File: src/rtl/eba_pkg.sv
// Shared types and constants for the eight-bit ALU with BCD flags.
package eba_pkg;

	typedef enum logic [3:0] {
		OP_OR   = 4'd0,
		OP_AND  = 4'd1,
		OP_EOR  = 4'd2,
		OP_ADC  = 4'd3,
		OP_SBC  = 4'd4,
		OP_CMP  = 4'd5,
		OP_BIT  = 4'd6,
		OP_ASL  = 4'd7,
		OP_LSR  = 4'd8,
		OP_ROL  = 4'd9,
		OP_ROR  = 4'd10,
		OP_INC  = 4'd11,
		OP_DEC  = 4'd12,
		OP_LOAD = 4'd13
	} op_t;

	localparam logic [3:0] BCD_DIGIT_MAX = 4'd9;
	localparam logic [4:0] BCD_HIGH_MAX  = 5'd9;
	localparam logic [9:0] BCD_ADJ_LO    = 10'h006;
	localparam logic [9:0] BCD_ADJ_HI    = 10'h060;
	localparam logic [5:0] BCD_SUB_ADJ   = 6'd6;

	typedef struct packed {
		op_t        op;
		logic [7:0] reg_value;
		logic [7:0] operand;
		logic       carry_in;
		logic       overflow_in;
		logic       decimal_mode;
	} alu_req_t;

	typedef struct packed {
		logic [7:0] result;
		logic       carry;
		logic       zero;
		logic       negative;
		logic       overflow;
	} alu_rsp_t;

endpackage

File: src/rtl/eba_core.sv
// Combinational ALU datapath: logic, binary and BCD arithmetic, compare, shifts.
module eba_core (
	input  eba_pkg::alu_req_t req,
	output eba_pkg::alu_rsp_t rsp
);

	logic [7:0] a;
	logic [7:0] m;
	logic       c;
	logic [8:0] bin_sum;
	logic [8:0] bin_diff;
	logic [8:0] cmp_diff;
	logic [9:0] dec_t1;
	logic [9:0] dec_t2;
	logic [5:0] lo0;
	logic [5:0] hi0;
	logic [5:0] lo1;
	logic [5:0] hi1;
	logic [5:0] hi2;
	logic [7:0] res;
	logic [7:0] flagval;
	logic       n;
	logic       cy;
	logic       ov;

	assign a = req.reg_value;
	assign m = req.operand;
	assign c = req.carry_in;

	assign bin_sum  = {1'b0, a} + {1'b0, m} + {8'b0, c};
	assign bin_diff = {1'b0, a} - {1'b0, m} - {8'b0, ~c};
	assign cmp_diff = {1'b0, a} - {1'b0, m};

	assign dec_t1 = (bin_sum[3:0] > eba_pkg::BCD_DIGIT_MAX) ?
		({1'b0, bin_sum} + eba_pkg::BCD_ADJ_LO) : {1'b0, bin_sum};
	assign dec_t2 = (dec_t1[8:4] > eba_pkg::BCD_HIGH_MAX) ?
		(dec_t1 + eba_pkg::BCD_ADJ_HI) : dec_t1;

	assign lo0 = {2'b0, a[3:0]} - {2'b0, m[3:0]} - {5'b0, ~c};
	assign hi0 = {2'b0, a[7:4]} - {2'b0, m[7:4]};
	assign lo1 = lo0[5] ? (lo0 - eba_pkg::BCD_SUB_ADJ) : lo0;
	assign hi1 = lo0[5] ? (hi0 - 6'd1) : hi0;
	assign hi2 = hi1[5] ? (hi1 - eba_pkg::BCD_SUB_ADJ) : hi1;

	always_comb begin
		res     = a;
		cy      = c;
		ov      = req.overflow_in;
		flagval = a;
		n       = a[7];
		case (req.op)
			eba_pkg::OP_OR: begin
				res = a | m;
			end
			eba_pkg::OP_AND: begin
				res = a & m;
			end
			eba_pkg::OP_EOR: begin
				res = a ^ m;
			end
			eba_pkg::OP_ADC: begin
				ov = ~(a[7] ^ m[7]) & (a[7] ^ bin_sum[7]);
				if (req.decimal_mode) begin
					res = dec_t2[7:0];
					cy  = |dec_t2[9:8];
				end else begin
					res = bin_sum[7:0];
					cy  = bin_sum[8];
				end
			end
			eba_pkg::OP_SBC: begin
				ov = (a[7] ^ m[7]) & (a[7] ^ bin_diff[7]);
				cy = ~bin_diff[8];
				if (req.decimal_mode) begin
					res = {hi2[3:0], lo1[3:0]};
				end else begin
					res = bin_diff[7:0];
				end
			end
			eba_pkg::OP_ASL: begin
				res = {m[6:0], 1'b0};
				cy  = m[7];
			end
			eba_pkg::OP_LSR: begin
				res = {1'b0, m[7:1]};
				cy  = m[0];
			end
			eba_pkg::OP_ROL: begin
				res = {m[6:0], c};
				cy  = m[7];
			end
			eba_pkg::OP_ROR: begin
				res = {c, m[7:1]};
				cy  = m[0];
			end
			eba_pkg::OP_INC: begin
				res = m + 8'd1;
			end
			eba_pkg::OP_DEC: begin
				res = m - 8'd1;
			end
			eba_pkg::OP_LOAD: begin
				res = m;
			end
			default: begin
				res = a;
			end
		endcase
		flagval = res;
		n       = res[7];
		case (req.op)
			eba_pkg::OP_CMP: begin
				flagval = cmp_diff[7:0];
				n       = cmp_diff[7];
				cy      = ~cmp_diff[8];
			end
			eba_pkg::OP_BIT: begin
				flagval = a & m;
				n       = m[7];
				ov      = m[6];
			end
			default: begin
				flagval = res;
			end
		endcase
	end

	assign rsp.result   = res;
	assign rsp.carry    = cy;
	assign rsp.zero     = (flagval == 8'd0);
	assign rsp.negative = n;
	assign rsp.overflow = ov;

endmodule

File: src/rtl/eight_bit_alu_with_bcd_flags.sv
// Top level: input register, ALU datapath and result register with valid/stall flow control.
//
// Usage: the input channel carries one operation word (op, reg_value, operand,
// carry_in, overflow_in, decimal_mode), taken at a rising edge of clk with in_valid
// high and in_stall low. The result channel carries one word (result and the four
// flags) for each input word, in order, taken when out_valid is high and out_stall low.
// Each word passes from the input register through the combinational ALU datapath
// into the result register, which drives out_valid, result and the four flags.
// Throughput is one word per cycle as long as the receiver does not stall.
// When the receiver stalls, the result register holds its word, the input register
// fills, and in_stall rises only once both registers hold a word.
// An asynchronous reset on arst_n empties both registers; out_valid is low after reset.
module eight_bit_alu_with_bcd_flags (
	input  logic       clk,
	input  logic       arst_n,
	input  logic       in_valid,
	output logic       in_stall,
	input  logic [3:0] op,
	input  logic [7:0] reg_value,
	input  logic [7:0] operand,
	input  logic       carry_in,
	input  logic       overflow_in,
	input  logic       decimal_mode,
	output logic       out_valid,
	input  logic       out_stall,
	output logic [7:0] result,
	output logic       carry_out,
	output logic       zero_flag,
	output logic       negative_flag,
	output logic       overflow_out
);

	eba_pkg::alu_req_t req_s1;
	eba_pkg::alu_rsp_t rsp_comb;
	eba_pkg::alu_rsp_t rsp_s2;
	logic              valid_s1;
	logic              valid_s2;
	logic              adv_s2;
	logic              take_s1;

	assign adv_s2   = !valid_s2 || !out_stall;
	assign in_stall = valid_s1 && !adv_s2;
	assign take_s1  = in_valid && !in_stall;

	always_ff @(posedge clk or negedge arst_n) begin
		if (!arst_n) begin
			valid_s1 <= 1'b0;
			valid_s2 <= 1'b0;
		end else begin
			if (take_s1) begin
				valid_s1 <= 1'b1;
			end else if (adv_s2) begin
				valid_s1 <= 1'b0;
			end
			if (adv_s2) begin
				valid_s2 <= valid_s1;
			end
		end
	end

	always_ff @(posedge clk) begin
		if (take_s1) begin
			req_s1.op           <= eba_pkg::op_t'(op);
			req_s1.reg_value    <= reg_value;
			req_s1.operand      <= operand;
			req_s1.carry_in     <= carry_in;
			req_s1.overflow_in  <= overflow_in;
			req_s1.decimal_mode <= decimal_mode;
		end
		if (adv_s2 && valid_s1) begin
			rsp_s2 <= rsp_comb;
		end
	end

	eba_core u_core (
		.req (req_s1),
		.rsp (rsp_comb)
	);

	assign out_valid     = valid_s2;
	assign result        = rsp_s2.result;
	assign carry_out     = rsp_s2.carry;
	assign zero_flag     = rsp_s2.zero;
	assign negative_flag = rsp_s2.negative;
	assign overflow_out  = rsp_s2.overflow;

	a_s1_reaches_out: assert property (@(posedge clk) disable iff (!arst_n)
		valid_s1 && adv_s2 |=> out_valid)
		else $error("word in the input register did not reach the result register");

	a_cmp_keeps_reg: assert property (@(posedge clk) disable iff (!arst_n)
		valid_s1 && adv_s2 && (req_s1.op == eba_pkg::OP_CMP)
		|=> result == $past(req_s1.reg_value))
		else $error("compare result differs from the register value");

	a_lsr_clears_neg: assert property (@(posedge clk) disable iff (!arst_n)
		valid_s1 && adv_s2 && (req_s1.op == eba_pkg::OP_LSR) |=> !negative_flag)
		else $error("logical shift right left the negative flag set");

	a_stall_needs_full: assert property (@(posedge clk) disable iff (!arst_n)
		in_stall |-> valid_s1 && out_valid && out_stall)
		else $error("input stalled while a register was free");

endmodule
File: config.mk
export PLATFORM = sky130hd
export DESIGN_NAME = eight_bit_alu_with_bcd_flags
export DESIGN_NICKNAME = d
export VERILOG_FILES = /design/src/rtl/eba_pkg.sv /design/src/rtl/eba_core.sv /design/src/rtl/eight_bit_alu_with_bcd_flags.sv
export SDC_FILE = /design/constraint.sdc
export NUM_CORES = 1
export LEC_CHECK = 0
export BUFFER_PORTS_ARGS = -buffer_cell sky130_fd_sc_hd__buf_2
export CAP_MARGIN = 20
export CORE_MARGIN = 3
export CORE_UTILIZATION = 34
export CTS_CLUSTER_SIZE = 25
export DETAILED_ROUTE_END_ITERATION = 6
export GPL_ROUTABILITY_DRIVEN = 1
export MAX_ROUTING_LAYER = met4
export SLEW_MARGIN = 30
export SYNTH_ARGS = -nofsm -noshare
export SYNTH_HDL_FRONTEND = slang
export SYNTH_HIERARCHICAL = 1
export SYNTH_SLANG_ARGS = --single-unit
File: constraint.sdc
create_clock -name clk -period 4.75 [get_ports clk]
set_input_delay 0.7125 -clock clk [delete_from_list [all_inputs] [get_ports clk]]
set_output_delay 0.7125 -clock clk [all_outputs]
set_load 0.005 [all_outputs]
**Yosys cells after proc, flatten, opt, wreduce, memory -nomap -nowiden**

Cells that the tools add are included.

- Add/subtract/negate cells: 14
- Magnitude comparators: 2
- Equal/unequal tests: 13
- Muxes and demuxes: 17
- Bitwise gates (word level): 12
- Reduce and logical (&&, ||, !) cells: 14

Operator list:

| operator | count |
|---|---|
| case mux 8 bit (12 select lines) | 1 |
| equality test 4 bit, second input constant | 6 |
| two-way mux 10 bit | 2 |
| equality test 4 x 3 -> 1 bit, second input constant | 4 |
| two-way mux 8 bit | 2 |
| case mux 8 bit (2 select lines) | 1 |
| adder 10 x 7 -> 10 bit, second input constant | 1 |
| adder 9 x 3 -> 10 bit, second input constant | 1 |
| subtractor 4 x 4 -> 5 bit | 2 |
| adder 8 x 8 -> 9 bit | 1 |
| adder 9 x 1 -> 9 bit | 1 |
| subtractor 8 x 8 -> 9 bit | 1 |
| subtractor 9 x 1 -> 9 bit | 1 |
| adder 8 x 1 -> 8 bit, second input constant | 1 |
| bitwise AND 8 bit | 1 |
| equality test 4 x 2 -> 1 bit, second input constant | 2 |
| zero test 8 bit | 1 |
| two-way mux 4 bit | 2 |
| bitwise OR 8 bit | 1 |
| subtractor 4 x 3 -> 4 bit, second input constant | 2 |
| subtractor 8 x 1 -> 8 bit, second input constant | 1 |
| XOR 8 bit | 1 |
| two-way mux 6 bit | 1 |
| OR reduction 2 bit | 3 |
| other kinds (16) | 32 |

- Register bits: 37
- Input port bits: 27

**Depth between registers and ports, before layout**

- Depth in word-level cells: 10
- Mapped depth: 18
- Gate-level depth less buffers: 18

**Cells and area by module**

Netlist, hierarchy kept.

By module, submodules not included:

| module | times used | cells an instance | area each (sq um) | sequential area each (sq um) |
|---|---|---|---|---|
| eba_core | 1 | 490 | 3,301.9 | 0.0 |
| eight_bit_alu_with_bcd_flags | 1 | 43 | 1,143.6 | 1,101.1 |

**Least setup slack after synthesis**

No wires, ideal clock.

- Path type: reg2reg
- Start: reg req_s1[22] (netlist bit)
- End: reg rsp_s2 (netlist bit zero_flag) (data pin)
- Setup time: 0.132 ns
- Arrival: 3.949 ns
- Path slack: 0.670 ns
- Cell stages (with the launch flop): 15
- Buffers on the path: 3
- Period minus slack after synthesis: 4.080 ns
- Cells stage by stage: edfxtp_1 > clkbuf_1 > clkbuf_1 > clkbuf_1 > nand2_1 > nor3_1 > ha_1 > a21o_1 > a21oi_1 > xor2_1 > o221ai_1 > o32a_1 > or4_1 > o31ai_1 > and3_1

RTL lines:

| item | RTL line | text |
|---|---|---|
| from (decl) | eight_bit_alu_with_bcd_flags.sv:33 | `eba_pkg::alu_req_t req_s1;` |
| to (signal assigned) | eight_bit_alu_with_bcd_flags.sv:71 | `rsp_s2 <= rsp_comb;` |
| to (decl) | eight_bit_alu_with_bcd_flags.sv:35 | `eba_pkg::alu_rsp_t rsp_s2;` |

==> reports/summary.txt <==
number of I/O port buffers -> 40
Comb power frac -> 45.2%
Switching Power -> 0.515 mW
Post-synth EDFFs -> 35
first-pass GRT wire length -> 22700 um
largest net degree at the start of global routing -> 40
slew margin rel. -> 40.2%
clock slew at reported path FFs -> 0.06 ns
share of post-route cells with drive strength above 1 -> 13.5%
Tcrit/Tclk final -> 93.6%
Power per Cell Area -> 270 nW/um^2
Die Span Y -> 120 um
via count -> 4358
DRT met1 WL -> 5980 um
cells along the critical path -> inv_1, ha_1, inv_1, fa_1, xor2_2, nand3_1, o31ai_2, mux2_2, inv_1, ha_1, nand2_1, o31ai_1, a211oi_1, o311ai_0, o41ai_1, o311ai_0, o31ai_1, and3_1
most frequent CP cell -> inv_1
initial drt markers -> 378
Syn Nets -> 603
Synth cell types -> 79
Worst path max stage delay -> 0.42 ns
delay-heaviest family, CP -> compound AO/OA/AOI/OAI gates
Tmin final -> 4.44 ns
die width -> 120 um
Worst-Margin Slew -> 0.891 ns
Final Hold Vio Count -> 0
outcome -> finished clean
vias per cell -> 5.93
Initial Utilization -> 34.9%
flops & latches, synth -> 37
Final Skew -> 0.00607 ns
FFs w/ async S/R, synth -> 5.41%
number of top-level pins -> 41
vias in the first global route -> 4272
Setup CP Type -> reg2reg
CTS H-tree depth -> 2
CTS Sinks -> 37
Crit-path slowest cell -> fa_1
Pleak -> 2.02 nW
TritonCTS clock tree -> done
Seq/Total Area, Yosys -> 24.8%
Top Metal Used -> met4
Switching Share -> 38.5%
P_int -> 0.824 mW
DIE AREA -> 14500 sq um
final antenna diode count -> 0
Post-CTS Hold Buffers -> 0
total track usage -> 20.3%
worst-skew pair later-pin latency -> 0.28 ns
Crit path arrival time -> 4.60 ns
Clock power frac -> 23.7%
Worst setup EP type -> flip-flop
mean post-synth cell area -> 8.34 sq um
# DRC -> 0
count of final setup violators -> 0
Buf/Inv on CP -> 3
Seq pwr share -> 31.0%
met3 WL -> 1120 um
Core ar. -> 12700 sq um
antenna violations before repair -> 0
fin util -> 39.0%
commonest non-fill, non-tap cell in the layout -> nor2_1
post-DR wirelength/cell -> 19.0 um
most frequent cells in the layout -> 42 x nor2_1, 40 x buf_2, 39 x inv_1, 39 x a21oi_1, 38 x ha_1
top_reg_cell synth -> edfxtp_1
Max Root-Sink Buffers -> 2
Std-Cell Rows -> 41
crit-path max FO -> 5
Hold WS -> 0.205 ns
Root Buffer -> clkbuf_16
Placer Congestion -> 1.05
post_cts resized -> 0
Setup crit start kind -> flip-flop
Worst VDD drop -> 0.213 mV
Nets -> 632
Hold Path Class -> in2async
Sum Neg Setup Slack -> 0 ns
number of routed nets with antenna violations -> 0
P&R area growth vs syn -> 11.6%
Cell Area, Synth -> 4450 sq um
Mapped Cells -> 533
Slew Limit Fails -> 0
DP HPWL -> 10900 um
Post-CTS Setup Inserts -> 0
TritonRoute pass-1 iters -> 6
wire length on met2 -> 6400 um
CP Data Required Time -> 4.91 ns
Total Routed Length -> 14000 um
f_max -> 225 MHz
max_cap viols -> 0
synth warn -> 6
grt total ovfl -> 0
CTS buffer count -> 5
setup repair after global routing missed its margin -> false
[power by group through the flow]
stage / clock (mW) / sequential, mW / combinational [mW]
6_report: 0.318 / 0.415 / 0.606
5_1_grt: 0.342 / 0.419 / 0.667
4_1_cts: 0.325 / 0.416 / 0.595
3_5_place_dp: 0 / 0.423 / 0.589
3_3_place_gp: 0 / 0.421 / 0.583
2_1_floorplan: 0 / 0.417 / 0.435
[synth_stat cells (all sizes together) (9+ instances only)]
cell type / count / share of area [%]
ha: 38 / 11
inv: 39 / 3.3
clkbuf: 15 / 1.3
nand3: 12 / 1.5
xnor2: 18 / 4.0
nor2b: 15 / 2.1
nor2: 42 / 3.5
o211ai: 11 / 1.9
a31oi: 9 / 1.3
edfxtp: 35 / 24
a21oi: 39 / 4.4
nand2: 32 / 2.7
o21ai: 29 / 3.3
nor3: 18 / 2.0
buf: 15 / 1.9
xor2: 13 / 2.7
[logic make-up after synthesis]
group           synth area share, %
compound gates                 27.5
xor+xnor                       7.21
fa+ha+maj                      12.9
buf+inv                        6.42
flops                          24.8
mux                           0.929
simple gates                   20.3
[state kept, by name (all words and copies together), names as in the netlist]
| signal | cells |
|---|---|
| out_valid | 1 |
| valid_s1 | 1 |
| result | 8 |
| carry_out | 1 |
| zero_flag | 1 |
| req_s1 | 23 |
| overflow_out | 1 |
| negative_flag | 1 |
[worst reg2reg max path, delay by kind of cell, from the launching register on]
family                   cells  cell delay (ns)
buffers and inverters        3             0.26
XOR/XNOR                     1             0.29
flip-flops                   1             0.41
AO/OA/AOI/OAI                7             1.64
multiplexers                 1             0.39
adder cells (fa/ha/maj)      3             0.85
AND/OR/NAND/NOR              3             0.48
[per-layer routing]
metal	track usage, %	up-vias
met5	-	-
met4	7.58	0
met2	31.9	220
li1	-	2051
met1	26.0	2053
met3	4.02	34
[path summary, 6_finish.rpt]
kind | from | to | slack [ns] | cells after the start
min reg2reg | valid_s1$_DFFE_PN0P_ | out_valid$_DFFE_PN0P_ | 0.50 | 1
min | arst_n | out_valid$_DFFE_PN0P_ | 0.21 | 1
max | req_s1[11]$_DFFE_PP_ | zero_flag$_DFFE_PP_ | 0.31 | 18
max reg2reg | req_s1[11]$_DFFE_PP_ | zero_flag$_DFFE_PP_ | 0.31 | 18
min in group clk | valid_s1$_DFFE_PN0P_ | out_valid$_DFFE_PN0P_ | 0.50 | 1
max in group asynchronous | arst_n | valid_s1$_DFFE_PN0P_ | 4.45 | 1
[per-stage QoR]
stage	instances	setup WS (ns)	area, sq um	power (mW)
floorplan	533	0.670	4450	0.853
global placement	727	0.482	4810	1.00
detailed placement	727	0.362	4810	1.01
CTS	735	0.326	4960	1.34
global route	735	0.0742	4960	1.43
finish	735	0.306	4960	1.34
[layout make-up]
type                       count  area, sq um
sequential                    37         1100
inverter                      39          146
multi-input combinational    427         3070
fill                        1340         7760
tap                          172          215
timing repair buffer          52          290
clock buffer                   7          133
clock inverter                 1         8.76
No activity file was read; power rests on OpenSTA's default activity.
